File: config.mk
export PLATFORM = sky130hd
export DESIGN_NAME = swerve_wheel_command_solver_top
export DESIGN_NICKNAME = d
export VERILOG_FILES = /design/src/rtl/swcs_pkg.sv /design/src/rtl/swerve_wheel_command_solver_top.sv /design/src/rtl/swcs_front.sv /design/src/rtl/swcs_queue.sv /design/src/rtl/swcs_back.sv
export SDC_FILE = /design/constraint.sdc
export NUM_CORES = 2
export LEC_CHECK = 0
export BUFFER_PORTS_ARGS = -buffer_cell sky130_fd_sc_hd__buf_2
export CORE_MARGIN = 2
export CORE_UTILIZATION = 39
export DETAILED_ROUTE_END_ITERATION = 12
export PLACE_DENSITY = 0.56
export SETUP_SLACK_MARGIN = 0.2
export SYNTH_ARGS = -nofsm -noshare
export SYNTH_HDL_FRONTEND = slang
export SYNTH_SLANG_ARGS = --single-unit
export TNS_END_PERCENT = 50
File: constraint.sdc
create_clock -name clk -period 23 [get_ports clk]
set_clock_uncertainty 0.15 [all_clocks]
set_input_delay 6.9 -clock clk [delete_from_list [all_inputs] [get_ports clk]]
set_output_delay 6.9 -clock clk [all_outputs]
set_load 0.02 [all_outputs]
File: src/rtl/swcs_pkg.sv
// shared types, constants and tables of the swerve wheel command solver
package swcs_pkg;

  localparam int DefCordicSteps = 16;
  localparam int AtanIdxW = 5;

  localparam logic [29:0] InvGainQ30 = 30'd652032874;
  localparam logic signed [23:0] DriveMax = 24'sd8388607;
  localparam logic signed [15:0] SteerLim = 16'sd12868;

  // register indexes on the config port
  localparam logic [2:0] REG_X_SCALE       = 3'd0;
  localparam logic [2:0] REG_Y_SCALE       = 3'd1;
  localparam logic [2:0] REG_YAW_SCALE     = 3'd2;
  localparam logic [2:0] REG_HALF_WIDTH    = 3'd3;
  localparam logic [2:0] REG_HALF_LENGTH   = 3'd4;
  localparam logic [2:0] REG_DRIVE_GAIN    = 3'd5;
  localparam logic [2:0] REG_TIMEOUT_TICKS = 3'd6;

  typedef enum logic {
    JOB_VELOCITY = 1'b0,
    JOB_TIMEOUT  = 1'b1
  } job_kind_t;

  typedef struct packed {
    job_kind_t          kind;
    logic signed [15:0] lin_x;
    logic signed [15:0] lin_y;
    logic signed [15:0] yaw_rate;
  } job_t;

  typedef struct packed {
    logic [15:0] x_scale;
    logic [15:0] y_scale;
    logic [15:0] yaw_scale;
    logic [15:0] half_width;
    logic [15:0] half_length;
    logic [15:0] drive_gain;
    logic [15:0] timeout_ticks;
  } cfg_t;

  typedef enum logic [4:0] {
    ST_IDLE, ST_MLX, ST_MLY, ST_MYW, ST_MWT, ST_MHW, ST_MHL, ST_MCAP,
    ST_WSET, ST_CORD, ST_MAGL, ST_MAGH, ST_MAGS, ST_GAIN, ST_DRV, ST_OUT
  } back_state_t;

  // atan(2^-i) in Q.30
  function automatic logic [29:0] atan_q30(input logic [AtanIdxW-1:0] idx);
    logic [29:0] v;
    unique case (idx)
      5'd0:  v = 30'd843314857;
      5'd1:  v = 30'd497837829;
      5'd2:  v = 30'd263043837;
      5'd3:  v = 30'd133525159;
      5'd4:  v = 30'd67021687;
      5'd5:  v = 30'd33543516;
      5'd6:  v = 30'd16775851;
      5'd7:  v = 30'd8388437;
      5'd8:  v = 30'd4194283;
      5'd9:  v = 30'd2097149;
      5'd10: v = 30'd1048576;
      5'd11: v = 30'd524288;
      5'd12: v = 30'd262144;
      5'd13: v = 30'd131072;
      5'd14: v = 30'd65536;
      5'd15: v = 30'd32768;
      5'd16: v = 30'd16384;
      5'd17: v = 30'd8192;
      5'd18: v = 30'd4096;
      5'd19: v = 30'd2048;
      5'd20: v = 30'd1024;
      5'd21: v = 30'd512;
      5'd22: v = 30'd256;
      5'd23: v = 30'd128;
      default: v = 30'd0;
    endcase
    return v;
  endfunction

endpackage

File: src/rtl/swerve_wheel_command_solver_top.sv
// Swerve wheel command solver: a velocity command (s_tuser 0) yields one result with drive
// and steer for four wheels; a timer tick (s_tuser 1) yields a zero command with m_tuser set
// once the tick count passes timeout_ticks, otherwise nothing. A velocity command is solved
// by one shared multiplier and one cordic unit working the wheels in turn; a wheel with zero
// sideways speed skips its cordic iteration and magnitude states. Up to two jobs queue
// between the input side and the solver.
module swerve_wheel_command_solver_top import swcs_pkg::*; #(
  parameter int CORDIC_STEPS = DefCordicSteps
) (
  input  logic         clk,
  input  logic         rst,
  input  logic         s_tvalid,
  output logic         s_tready,
  input  logic [47:0]  s_tdata,   // lin_x, lin_y, yaw_rate
  input  logic         s_tuser,   // timer tick when set, else velocity command
  output logic         m_tvalid,
  input  logic         m_tready,
  // drive_front_left, drive_front_right, drive_rear_left, drive_rear_right,
  // steer_front_left, steer_front_right, steer_rear_left, steer_rear_right, zero pad
  output logic [159:0] m_tdata,
  output logic         m_tuser,   // from_timeout
  input  logic         cfg_we,
  input  logic [2:0]   cfg_addr,
  input  logic [15:0]  cfg_wdata
);

  cfg_t cfg;
  job_t in_item, push_job, pop_job;
  logic push, push_ready, pop_valid, pop;

  always_ff @(posedge clk) begin
    if (rst) begin
      cfg.x_scale       <= 16'd4096;
      cfg.y_scale       <= 16'd4096;
      cfg.yaw_scale     <= 16'd4096;
      cfg.half_width    <= 16'd4784;
      cfg.half_length   <= 16'd6554;
      cfg.drive_gain    <= 16'd3318;
      cfg.timeout_ticks <= 16'd20;
    end else if (cfg_we) begin
      unique case (cfg_addr)
        REG_X_SCALE:       cfg.x_scale       <= cfg_wdata;
        REG_Y_SCALE:       cfg.y_scale       <= cfg_wdata;
        REG_YAW_SCALE:     cfg.yaw_scale     <= cfg_wdata;
        REG_HALF_WIDTH:    cfg.half_width    <= cfg_wdata;
        REG_HALF_LENGTH:   cfg.half_length   <= cfg_wdata;
        REG_DRIVE_GAIN:    cfg.drive_gain    <= cfg_wdata;
        REG_TIMEOUT_TICKS: cfg.timeout_ticks <= cfg_wdata;
        default: begin
        end
      endcase
    end
  end

  always_comb begin
    in_item.kind     = job_kind_t'(s_tuser);
    in_item.lin_x    = s_tdata[15:0];
    in_item.lin_y    = s_tdata[31:16];
    in_item.yaw_rate = s_tdata[47:32];
  end

  swcs_front u_front (
    .clk           (clk),
    .rst           (rst),
    .in_valid      (s_tvalid),
    .in_ready      (s_tready),
    .in_item       (in_item),
    .timeout_ticks (cfg.timeout_ticks),
    .push          (push),
    .push_ready    (push_ready),
    .push_job      (push_job)
  );

  swcs_queue u_queue (
    .clk        (clk),
    .rst        (rst),
    .push       (push),
    .push_ready (push_ready),
    .push_job   (push_job),
    .pop_valid  (pop_valid),
    .pop        (pop),
    .pop_job    (pop_job)
  );

  swcs_back #(.CORDIC_STEPS(CORDIC_STEPS)) u_back (
    .clk       (clk),
    .rst       (rst),
    .job_valid (pop_valid),
    .job_ready (pop),
    .job       (pop_job),
    .cfg       (cfg),
    .out_valid (m_tvalid),
    .out_ready (m_tready),
    .out_data  (m_tdata),
    .out_flag  (m_tuser)
  );

`ifndef SYNTHESIS
  // a timeout result carries an all-zero command
  assert property (@(posedge clk) disable iff (rst) m_tvalid && m_tuser |-> m_tdata == '0)
    else $error("timeout result with nonzero wheel data");

  // only a tick can raise a timeout job
  assert property (@(posedge clk) disable iff (rst)
    push && push_job.kind == JOB_TIMEOUT |-> s_tvalid && s_tuser)
    else $error("timeout job without a tick");

  // the front never pushes into a full queue
  assert property (@(posedge clk) disable iff (rst) push |-> push_ready)
    else $error("job pushed into full queue");
`endif

endmodule

File: src/rtl/swcs_front.sv
// front end: accepts items, tracks command timeout, issues jobs
module swcs_front import swcs_pkg::*; (
  input  logic        clk,
  input  logic        rst,
  input  logic        in_valid,
  output logic        in_ready,
  input  job_t        in_item,
  input  logic [15:0] timeout_ticks,
  output logic        push,
  input  logic        push_ready,
  output job_t        push_job
);

  logic [15:0] ticks;
  logic [15:0] ticks_next;
  logic        timed_out;
  logic        accept;
  logic        fire;

  assign in_ready = push_ready;
  assign accept   = in_valid && push_ready;

  assign ticks_next = (ticks != 16'hFFFF) ? ticks + 16'd1 : ticks;
  assign fire = !timed_out && (ticks_next > timeout_ticks);

  always_comb begin
    push_job = in_item;
    if (in_item.kind == JOB_VELOCITY) begin
      push = accept;
    end else begin
      push = accept && fire;
    end
  end

  always_ff @(posedge clk) begin
    if (rst) begin
      ticks     <= '0;
      timed_out <= 1'b1;
    end else if (accept) begin
      if (in_item.kind == JOB_VELOCITY) begin
        ticks     <= '0;
        timed_out <= 1'b0;
      end else begin
        ticks <= ticks_next;
        if (fire) timed_out <= 1'b1;
      end
    end
  end

endmodule

File: src/rtl/swcs_queue.sv
// two-entry job queue between front and back
module swcs_queue import swcs_pkg::*; (
  input  logic clk,
  input  logic rst,
  input  logic push,
  output logic push_ready,
  input  job_t push_job,
  output logic pop_valid,
  input  logic pop,
  output job_t pop_job
);

  job_t       slots [2];
  logic       wr_ptr;
  logic       rd_ptr;
  logic [1:0] count;
  logic       do_push;
  logic       do_pop;

  assign push_ready = (count != 2'd2);
  assign pop_valid  = (count != 2'd0);
  assign pop_job    = slots[rd_ptr];
  assign do_push    = push && push_ready;
  assign do_pop     = pop && pop_valid;

  always_ff @(posedge clk) begin
    if (do_push) slots[wr_ptr] <= push_job;
  end

  always_ff @(posedge clk) begin
    if (rst) begin
      wr_ptr <= 1'b0;
      rd_ptr <= 1'b0;
      count  <= '0;
    end else begin
      if (do_push) wr_ptr <= !wr_ptr;
      if (do_pop) rd_ptr <= !rd_ptr;
      unique case ({do_push, do_pop})
        2'b10:   count <= count + 2'd1;
        2'b01:   count <= count - 2'd1;
        default: count <= count;
      endcase
    end
  end

endmodule

File: src/rtl/swcs_back.sv
// back end: shared multiplier and cordic solve four wheels, output register
module swcs_back import swcs_pkg::*; #(
  parameter int CORDIC_STEPS = DefCordicSteps
) (
  input  logic         clk,
  input  logic         rst,
  input  logic         job_valid,
  output logic         job_ready,
  input  job_t         job,
  input  cfg_t         cfg,
  output logic         out_valid,
  input  logic         out_ready,
  output logic [159:0] out_data,
  output logic         out_flag
);

  localparam int CntW = $clog2(CORDIC_STEPS);

  back_state_t state, state_next;

  job_t                  cur;
  logic signed [32:0]    linx, liny, yw;
  logic signed [49:0]    ohw, ohl;
  logic [1:0]            w;
  logic signed [35:0]    x, y;
  logic signed [31:0]    ang;
  logic                  fold;
  logic [CntW-1:0]       step;
  logic [47:0]           lo;
  logic [32:0]           mag;
  logic signed [65:0]    prod;
  logic signed [33:0]    mul_a;
  logic signed [31:0]    mul_b;
  logic signed [23:0]    drv [4];
  logic signed [14:0]    str [4];
  logic                  flag;

  // wheel vector forming
  logic signed [51:0] lx_w, ly_w, ohw_w, ohl_w, vx_w, vy_w;
  logic signed [33:0] vx, vy;
  logic               vx_neg;
  logic signed [35:0] fx, fy;
  always_comb begin
    lx_w  = 52'(signed'({linx, 14'b0}));
    ly_w  = 52'(signed'({liny, 14'b0}));
    ohw_w = 52'(ohw);
    ohl_w = 52'(ohl);
    vx_w  = w[0] ? lx_w + ohw_w : lx_w - ohw_w;
    vy_w  = w[1] ? ly_w - ohl_w : ly_w + ohl_w;
    vx    = vx_w[51:18];
    vy    = vy_w[51:18];
    vx_neg = vx[33];
    fx = vx_neg ? -36'(vx) : 36'(vx);
    fy = vx_neg ? -36'(vy) : 36'(vy);
  end

  // cordic iteration
  logic signed [35:0] xs, ys;
  logic signed [31:0] at;
  logic               y_pos;
  always_comb begin
    xs    = x >>> step;
    ys    = y >>> step;
    at    = 32'(atan_q30(AtanIdxW'(step)));
    y_pos = !y[35] && (y != '0);
  end

  // magnitude, drive and steer
  logic [66:0]        magsum;
  logic [33:0]        dmag;
  logic signed [23:0] d_sat, d_fold, d_out;
  logic signed [32:0] ang_r;
  logic signed [15:0] s_raw;
  logic signed [14:0] s_clip, s_out;
  always_comb begin
    magsum = {19'b0, lo} + {1'b0, prod[47:0], 18'b0};
    dmag   = prod[49:16];
    d_sat  = (dmag > 34'(DriveMax)) ? DriveMax : 24'(dmag);
    d_fold = fold ? -d_sat : d_sat;
    d_out  = w[1] ? -d_fold : d_fold;
    ang_r  = 33'(ang) + 33'sd65536;
    s_raw  = ang_r[32:17];
    if (s_raw > SteerLim) begin
      s_clip = 15'(SteerLim);
    end else if (s_raw < -SteerLim) begin
      s_clip = 15'(-SteerLim);
    end else begin
      s_clip = 15'(s_raw);
    end
    s_out = (w[0] ^ w[1]) ? -s_clip : s_clip;
  end

  // next state
  always_comb begin
    state_next = state;
    unique case (state)
      ST_IDLE: begin
        if (job_valid) state_next = (job.kind == JOB_TIMEOUT) ? ST_OUT : ST_MLX;
      end
      ST_MLX:  state_next = ST_MLY;
      ST_MLY:  state_next = ST_MYW;
      ST_MYW:  state_next = ST_MWT;
      ST_MWT:  state_next = ST_MHW;
      ST_MHW:  state_next = ST_MHL;
      ST_MHL:  state_next = ST_MCAP;
      ST_MCAP: state_next = ST_WSET;
      ST_WSET: state_next = (vy == '0) ? ST_GAIN : ST_CORD;
      ST_CORD: begin
        if (step == CntW'(CORDIC_STEPS - 1)) state_next = ST_MAGL;
      end
      ST_MAGL: state_next = ST_MAGH;
      ST_MAGH: state_next = ST_MAGS;
      ST_MAGS: state_next = ST_GAIN;
      ST_GAIN: state_next = ST_DRV;
      ST_DRV:  state_next = (w == 2'd3) ? ST_OUT : ST_WSET;
      ST_OUT: begin
        if (!out_valid || out_ready) state_next = ST_IDLE;
      end
      default: state_next = ST_IDLE;
    endcase
  end

  // outputs of the sequencer: job handshake and multiplier operands
  always_comb begin
    job_ready = (state == ST_IDLE);
    mul_a = '0;
    mul_b = '0;
    unique case (state)
      ST_MLX:  begin mul_a = 34'(cur.lin_x);    mul_b = 32'(cfg.x_scale);     end
      ST_MLY:  begin mul_a = 34'(cur.lin_y);    mul_b = 32'(cfg.y_scale);     end
      ST_MYW:  begin mul_a = 34'(cur.yaw_rate); mul_b = 32'(cfg.yaw_scale);   end
      ST_MHW:  begin mul_a = 34'(yw);           mul_b = 32'(cfg.half_width);  end
      ST_MHL:  begin mul_a = 34'(yw);           mul_b = 32'(cfg.half_length); end
      ST_MAGL: begin mul_a = 34'({1'b0, x[17:0]});  mul_b = 32'(InvGainQ30);  end
      ST_MAGH: begin mul_a = 34'({1'b0, x[35:18]}); mul_b = 32'(InvGainQ30);  end
      ST_GAIN: begin mul_a = 34'(mag);          mul_b = 32'(cfg.drive_gain);  end
      default: begin mul_a = '0;                mul_b = '0;                   end
    endcase
  end

  always_ff @(posedge clk) begin
    if (rst) begin
      state     <= ST_IDLE;
      out_valid <= 1'b0;
    end else begin
      state <= state_next;
      if (state == ST_OUT && (!out_valid || out_ready)) begin
        out_valid <= 1'b1;
      end else if (out_ready) begin
        out_valid <= 1'b0;
      end
    end
  end

  // datapath
  always_ff @(posedge clk) begin
    prod <= mul_a * mul_b;
    unique case (state)
      ST_IDLE: begin
        cur <= job;
        w   <= '0;
        if (job_valid && job.kind == JOB_TIMEOUT) begin
          flag <= 1'b1;
          for (int i = 0; i < 4; i++) begin
            drv[i] <= '0;
            str[i] <= '0;
          end
        end else begin
          flag <= 1'b0;
        end
      end
      ST_MLY:  linx <= prod[32:0];
      ST_MYW:  liny <= prod[32:0];
      ST_MWT:  yw   <= prod[32:0];
      ST_MHL:  ohw  <= prod[49:0];
      ST_MCAP: ohl  <= prod[49:0];
      ST_WSET: begin
        fold <= vx_neg;
        x    <= fx;
        y    <= fy;
        ang  <= '0;
        step <= '0;
        mag  <= fx[32:0];
      end
      ST_CORD: begin
        if (y_pos) begin
          x   <= x + ys;
          y   <= y - xs;
          ang <= ang + at;
        end else begin
          x   <= x - ys;
          y   <= y + xs;
          ang <= ang - at;
        end
        step <= step + CntW'(1);
      end
      ST_MAGH: lo  <= prod[47:0];
      ST_MAGS: mag <= magsum[62:30];
      ST_DRV: begin
        drv[w] <= d_out;
        str[w] <= s_out;
        w      <= w + 2'd1;
      end
      ST_OUT: begin
        if (!out_valid || out_ready) begin
          out_flag <= flag;
          out_data <= {4'b0, str[3], str[2], str[1], str[0],
                       drv[3], drv[2], drv[1], drv[0]};
        end
      end
      default: begin
      end
    endcase
  end

endmodule
[Word level (Yosys, flattened, before mapping)]
Memories as Yosys holds them, arrays and structs flattened. A register that Yosys moved wholly into a read port is not among the register bits.
Cells that the tools add are included.
Operators by class
  add/subtract/negate cells: 22
  reductions and logical operators: 38
  order comparisons: 4
  multiplexer cells: 52
  equality and inequality tests: 31
  bitwise logic cells: 1
  shifts and indexed selects: 2
  multipliers: 1
Operators with widths (count)
  34-bit one-hot mux with 7 select lines: 1
  30-bit one-hot mux with 7 select lines: 1
  36-bit two-way mux: 4
  36-bit one-hot mux with 2 select lines: 2
  52-bit two-way mux: 2
  47-bit by 50-bit adder with 51-bit output: 2
  47-bit by 50-bit subtractor with 51-bit output: 2
  24-bit two-way mux: 4
  5-bit one-hot mux with 16 select lines: 1
  36-bit adder: 2
  34-bit negation with 36-bit output: 2
  36-bit by 4-bit >>> shifter with 36-bit output: 2
  36-bit subtractor: 2
  33-bit one-hot mux with 2 select lines: 1
  32-bit one-hot mux with 2 select lines: 1
  48-bit by 63-bit adder with 63-bit output: 1
  15-bit two-way mux: 4
  34-bit by 31-bit multiplier with 50-bit output: 1
  24-bit negation: 2
  5-bit by 4-bit equality test with 1-bit output, second input constant: 8
  36-bit nonzero test: 1
  34-bit by 23-bit > comparator with 1-bit output, second input constant: 1
  34-bit zero test: 1
  32-bit by 18-bit adder with 33-bit output, second input constant: 1
  other kinds (43): 102
Storage, ports and cells
  logic and storage cells: 188
  output and inout bits: 163
  memory bits (writable): 254
  memories: 4
  ROM bits: 480
  input bits: 73
  bits in registers: 630
Memories
  (name not given): depth 16, bits a word 30, read ports 1, clocked after Yosys merged registers in 1, wr ports 0, RTL line swcs_pkg.sv:50  | unique case (idx)
  u_queue.slots: depth 2, bits a word 49, read ports 1, clocked after Yosys merged registers in 1, wr ports 1, RTL line swcs_queue.sv:13  | job_t slots [2];
  u_back.drv: depth 4, bits a word 24, read ports 4, clocked after Yosys merged registers in 4, wr ports 4, RTL line swcs_back.sv:34  | logic signed [23:0] drv [4];
  u_back.str: depth 4, bits a word 15, read ports 4, clocked after Yosys merged registers in 4, wr ports 4, RTL line swcs_back.sv:35  | logic signed [14:0] str [4];

[Depth between registers and ports, before layout]
  word-level depth: 9
  mapped depth: 41
  mapped depth without buffers: 38

[Hierarchy]
Synthesis repeated with hierarchy kept, for this count alone.
Unflattened totals
  cell total of the unflattened synthesis: 8439
  area total of the unflattened synthesis: 85958.7 µm²
Modules (own cells, without submodules)
  swcs_back: sequential area each 23732.8 µm², times used 1, cells each 7586, area an instance 75741.4 µm²
  swerve_wheel_command_solver_top: sequential area each 2242.2 µm², times used 1, cells each 408, area an instance 4425.5 µm²
  swcs_queue: sequential area each 3042.9 µm², times used 1, cells each 176, area an instance 3744.8 µm²
  swcs_front: sequential area each 340.3 µm², times used 1, cells each 269, area an instance 2047.0 µm²

[Worst setup path after synthesis]
No wires, ideal clock.
  kind: input-to-reg
  from: in m_tready
  to: reg u_back.out_data[0] (netlist: m_tdata[0]) (read register of u_back.drv) (enable)
  stages on the path: 2
  setup time: 866 ps
  required time: 21984 ps
  buffers on the path: 0
  slack: 4444 ps
  data arrival time: 17540 ps
  path through: nor2b_1 > nor3_1
On the way
  word-level cells in the longest chain between the ends: 2
RTL lines
  start: declaration: RTL line swerve_wheel_command_solver_top.sv:17  | input logic m_tready,
  1-bit logical OR: RTL line swcs_back.sv:205  | if (!out_valid || out_ready) begin
  2-bit AND reduction (no source line)
  end: declaration: RTL line swcs_back.sv:13  | output logic [159:0] out_data,
Every way passes these cells.
A chain may end at the register's enable or synchronous reset.

[Worst setup path in the final report]
  from: reg u_back.state[3]
  to: reg u_back.prod[49]
On the way
  word-level cells in the longest chain between the ends: 4
  elaborated cells on any way between the ends: 13
  classes of those cells: mul (1); eq/ne (8); mux (2); reduce/logical (2)
RTL lines
  start: declaration: RTL line swcs_back.sv:19  | back_state_t state, state_next;
  start signal: assignment: RTL line swcs_back.sv:146  | state <= state_next;
  5-bit by 3-bit equality test with 1-bit output / 5-bit by 4-bit equality test with 1-bit output (equally long branches): RTL line swcs_back.sv:128  | unique case (state)
  2-bit OR reduction (no source line)
  34-bit one-hot mux with 7 select lines / 30-bit one-hot mux with 7 select lines (equally long branches): RTL line swcs_back.sv:128
  34-bit by 31-bit multiplier with 50-bit output (*): RTL line swcs_back.sv:157  | prod <= mul_a * mul_b;
  end signal: assignment: RTL line swcs_back.sv:157
  end: declaration: RTL line swcs_back.sv:31  | logic signed [65:0] prod;
Mark *: on every way between the ends. The rest lies on a longest branch, timed or not.

==> reports/results.env <==
GLOBALPLACE.CONGESTION=0.9572
CP-START-KIND='register'
CP_DATA_ARRIVAL_TIME_PS=12160
CRITICAL_PATH_CLASS='reg -> reg'
SYNTHESIS.AREA_UM2=83690
POST_SYNTH_NUM_CELL_TYPES=107
AREAGROWTHSYNTHTOFINISH_PCT=10.45
FILLER_FREE_CELL_COUNT_OF_THE_FINISHED_DESIGN=11460
DP_CELLS=11240
POWER-PER-CELL-AREA_nW_PER_UM2=138.7
FINALHOLDVIOLATIONS=0
SYNTHDOMINANTCELLAREASHARE_PCT=29.89
NUMCTSBUFFERS=117
NETLIST_INSTANCES=8332
MIN_TCLK_POST_ROUTE_PS=11690
INITIAL_CORE_UTIL_PCT=39.11
GLOBAL_ROUTE.OVERFLOW_TOTAL=0
POST-ROUTE-WORST-SETUP-SLACK_PS=11310
MIN_DELAY_WORST_TYPE='reg -> reg'
H-TREE-DEPTH=3
FIRSTDRTPASSITERS=5
CLOCK_TREE.ROOT_CELL='sky130_fd_sc_hd__clkbuf_16'
REGAREA_UM2=29360
LAYOUT_NETS=9855
DOMINANTREGCELLSYNTH='sky130_fd_sc_hd__edfxtp_1'
GLOBAL_ROUTE.USAGE.TOTAL_PCT=25.05
POWER.STATIC_LEAKAGE_uW=0.03821
CPMOSTUSEDCELL='sky130_fd_sc_hd__fa_1'
MAXCLOCKFREQUENCY_GHz=0.08553
PERIOD_SHARE_PCT=50.83
CRITPATHCAPTURETYPE='register'
RSZ0062_AT_GRT='no'
AVGVIACOUNTPERCELL=5.513
NUMBER_OF_MAX_SLEW_VIOLATIONS_IN_THE_FINAL_REPORT=0
AVGSYNTHCELLAREA_UM2=10.04
LAYOUT-DRIVE-GT1-SHARE_PCT=9.079
FINALWIRELENGTH_MM=275.5
NUMBER_OF_ENDPOINTS_FAILING_SETUP_AT_THE_FINAL_STAGE=0
WL_PER_CELL_UM=24.03
HOLD_WS_PS=235.5
R2R_SETUP_SLACK_PS=11310
CHIPHEIGHT_UM=467.2
SYNTH.FF_LATCH_COUNT=1050
GRT_PASS1_WL_MM=410.0
SYNTH-WARNING-COUNT=0
FINAL_CORE_UTIL_PCT=43.20
TRITONCTS_CLOCK_TREE='built'
SLEW_HEADROOM_PCT=16.39
YS_SEQ_AREA_SHARE_PCT=35.08
CPPEAKSTAGEDELAY_PS=930
SYNTH_AREA_LEADER_CELL='sky130_fd_sc_hd__edfxtp_1'
ROUTE.VIAS.TOTAL=63200
MAX_CAP_VIOL_COUNT=0
DRCVIOLATIONCOUNT=0
IR_WORST_VDD_mV=0.1240
PLACE_WORST_SETUP_SLACK_PS=11660
WORST-PATH-MAX-FANOUT=48
TRITONCTS_NUM_SINKS=1050
CTS_POST_SETUP_BUFFERS_INSERTED=0
CLKLATENCYLATEPIN_PS=820
CTS_HOLD_REPAIR.BUFFERS=0
ANTENNA_FOUND_INITIAL=11
ASYNCSETRESETFLOPFRACSYNTH_PCT=0
DETAILED_PLACE_HPWL_MM=210.8
GRT_START_MAX_NET_PINS=157
PORTBUFFERS=231
ANTENNA_VIOLATING_NETS_POST_ROUTE=0
CHIPWIDTH_UM=467.2
CRIT_SLOWEST_CELL='sky130_fd_sc_hd__a222oi_1'
WORST-ENDPOINT-REQUIRED_PS=23470
PATH_BUF_INV=7
DRTITER0DRC=5605
SYNTH-EDFF-COUNT=833
PLACEMENT_ROWS=170
CRITPATHTOPFAMILY='adder cells'
TIMING.SETUP.TNS_PS=0
DESIGN.DIE.AREA_UM2=218300
POST_SYNTH_MAIN_AREA_CONTRIBUTORS='sky130_fd_sc_hd__edfxtp_1 (30%), sky130_fd_sc_hd__fa_1 (18%), sky130_fd_sc_hd__ha_1 (7.8%)'
POSTCTSRESIZEDCELLS=0
WORST-SLEW-PIN-TRANSITION_PS=1254
NFILLCELLS=20630
MAX-CLOCK-PATH-BUFFERS=3
CTS_CLK_PIN_SLEW_WORST_PATHS_PS=60
STATUS='finished clean'
NUMBER_OF_PLACED_I_O_PINS=236
MULTI_INPUT_COMB_AREA_UM2=49400
CORE-AREA_UM2=214000
FIRST_GLOBAL_VIAS=63060
-- report_power, final --
group          internal, uW  switching (uW)  leakage [uW]  total (uW)
sequential             2590             384       0.00942        2970
clock                  1150             857       0.00201        2010
combinational          2880            4960        0.0268        7840
-- cell type report --
type	instances	share of cell area, %
Antenna cell	2	0.005415
Clock inverter	81	1.065
Sequential cell	1050	31.76
Inverter	1021	4.149
Multi-Input combinational cell	5972	53.45
Clock buffer	143	3.430
Tap cell	2838	3.842
Timing Repair Buffer	357	2.299
-- final timing paths --
path,depth (start not counted),start,endpoint
setup / recovery,33,u_back.state[3],u_back.prod[49]
hold / removal,0,u_back.str[1][2],m_tdata[113]
setup reg to reg,33,u_back.state[3],u_back.prod[49]
hold reg to reg,0,u_back.str[1][2],m_tdata[113]
-- synth_stat cells (71+ instances only) --
library cell	n
sky130_fd_sc_hd__nor3_1	127
sky130_fd_sc_hd__clkbuf_1	277
sky130_fd_sc_hd__o21ai_0	293
sky130_fd_sc_hd__xnor2_1	294
sky130_fd_sc_hd__a21oi_1	551
sky130_fd_sc_hd__inv_1	1018
sky130_fd_sc_hd__nand3_1	124
sky130_fd_sc_hd__mux2_2	73
sky130_fd_sc_hd__a22oi_1	73
sky130_fd_sc_hd__fa_1	739
sky130_fd_sc_hd__mux2i_1	71
sky130_fd_sc_hd__ha_1	524
sky130_fd_sc_hd__a21o_1	111
sky130_fd_sc_hd__dfxtp_1	217
sky130_fd_sc_hd__nand2_1	888
sky130_fd_sc_hd__nor2_1	818
sky130_fd_sc_hd__xor2_1	153
sky130_fd_sc_hd__edfxtp_1	833
-- cells in the final DEF, fill, tap and decap left out, types with 28 or more instances in the layout --
master                      count
sky130_fd_sc_hd__conb_1        57
sky130_fd_sc_hd__inv_1       1019
sky130_fd_sc_hd__nand2b_1      66
sky130_fd_sc_hd__o21a_1        56
sky130_fd_sc_hd__nor3_1       122
sky130_fd_sc_hd__o21bai_1      46
sky130_fd_sc_hd__and2_1        57
sky130_fd_sc_hd__o31ai_1       42
sky130_fd_sc_hd__nor2b_1       62
sky130_fd_sc_hd__o21ai_0      293
sky130_fd_sc_hd__ha_1         524
sky130_fd_sc_hd__fa_1         739
sky130_fd_sc_hd__or3_1         37
sky130_fd_sc_hd__edfxtp_1     833
sky130_fd_sc_hd__buf_4        123
sky130_fd_sc_hd__a211oi_1      34
sky130_fd_sc_hd__clkbuf_16    121
sky130_fd_sc_hd__a22oi_1       73
sky130_fd_sc_hd__a21oi_1      550
sky130_fd_sc_hd__nand4_1       51
sky130_fd_sc_hd__xnor2_1      294
sky130_fd_sc_hd__and3_1        61
sky130_fd_sc_hd__xor2_1       153
sky130_fd_sc_hd__a31oi_1       45
sky130_fd_sc_hd__nand3b_1      32
sky130_fd_sc_hd__nor4_1        49
sky130_fd_sc_hd__buf_2        232
sky130_fd_sc_hd__nand2_1      884
sky130_fd_sc_hd__or2_2         28
sky130_fd_sc_hd__mux4_2        61
sky130_fd_sc_hd__nor2_1       810
sky130_fd_sc_hd__dfxtp_1      216
sky130_fd_sc_hd__a21o_1       111
sky130_fd_sc_hd__mux2_2        73
sky130_fd_sc_hd__mux2i_1       71
sky130_fd_sc_hd__nand3_1      122
sky130_fd_sc_hd__a221oi_1      34
-- through the flow --
stage	power, uW	instance area, um2
after floorplan	8196	83900
after global placement	10690	88260
after detailed placement	10720	88270
after CTS	12810	92430
after global routing	13720	92430
final	12820	92430
-- logic make-up (layout without fill, tap and decap cells) --
family / Yosys count / count (layout) / share of synthesized area, %
other: 1 / 59 / 0.004481
AOI/OAI and AO/OA: 1534 / 1534 / 11.62
and+or+nand+nor: 2465 / 2465 / 13.22
DFF: 1050 / 1050 / 35.08
xor gates and xnor gates: 448 / 448 / 4.698
buffers and inverters: 1366 / 1602 / 6.392
muxes: 205 / 205 / 3.473
adders and majority gates: 1263 / 1263 / 25.51
-- metal layers --
metal | global-route usage [%] | up-vias | share of wire [%]
li1 | - | 28760 | -
met1 | 34.06 | 31780 | 43
met2 | 40.28 | 2232 | 46
met3 | 3.728 | 427 | 6.5
met4 | 9.643 | 6 | 4.3
met5 | 0 | - | 0.015
-- state kept, by name, indices dropped and copies added (netlist names), 2 cells and up, named ones only --
name / flops
u_back.ang: 32
u_back.x: 36
u_back.linx: 33
u_back.step: 4
u_front.ticks: 16
u_back.liny: 33
u_back.at: 28
u_back.state: 4
u_back.lo: 30
cfg: 112
u_back.prod: 50
u_back.drv: 96
m_tdata: 156
u_back.ohw: 50
u_back.yw: 33
u_back.ohl: 50
u_queue.slots: 98
u_back.mag: 33
u_back.cur: 48
u_queue.count: 2
u_back.str: 60
u_back.y: 36
u_back.w: 2
No activity file was read; power rests on OpenSTA's default activity.
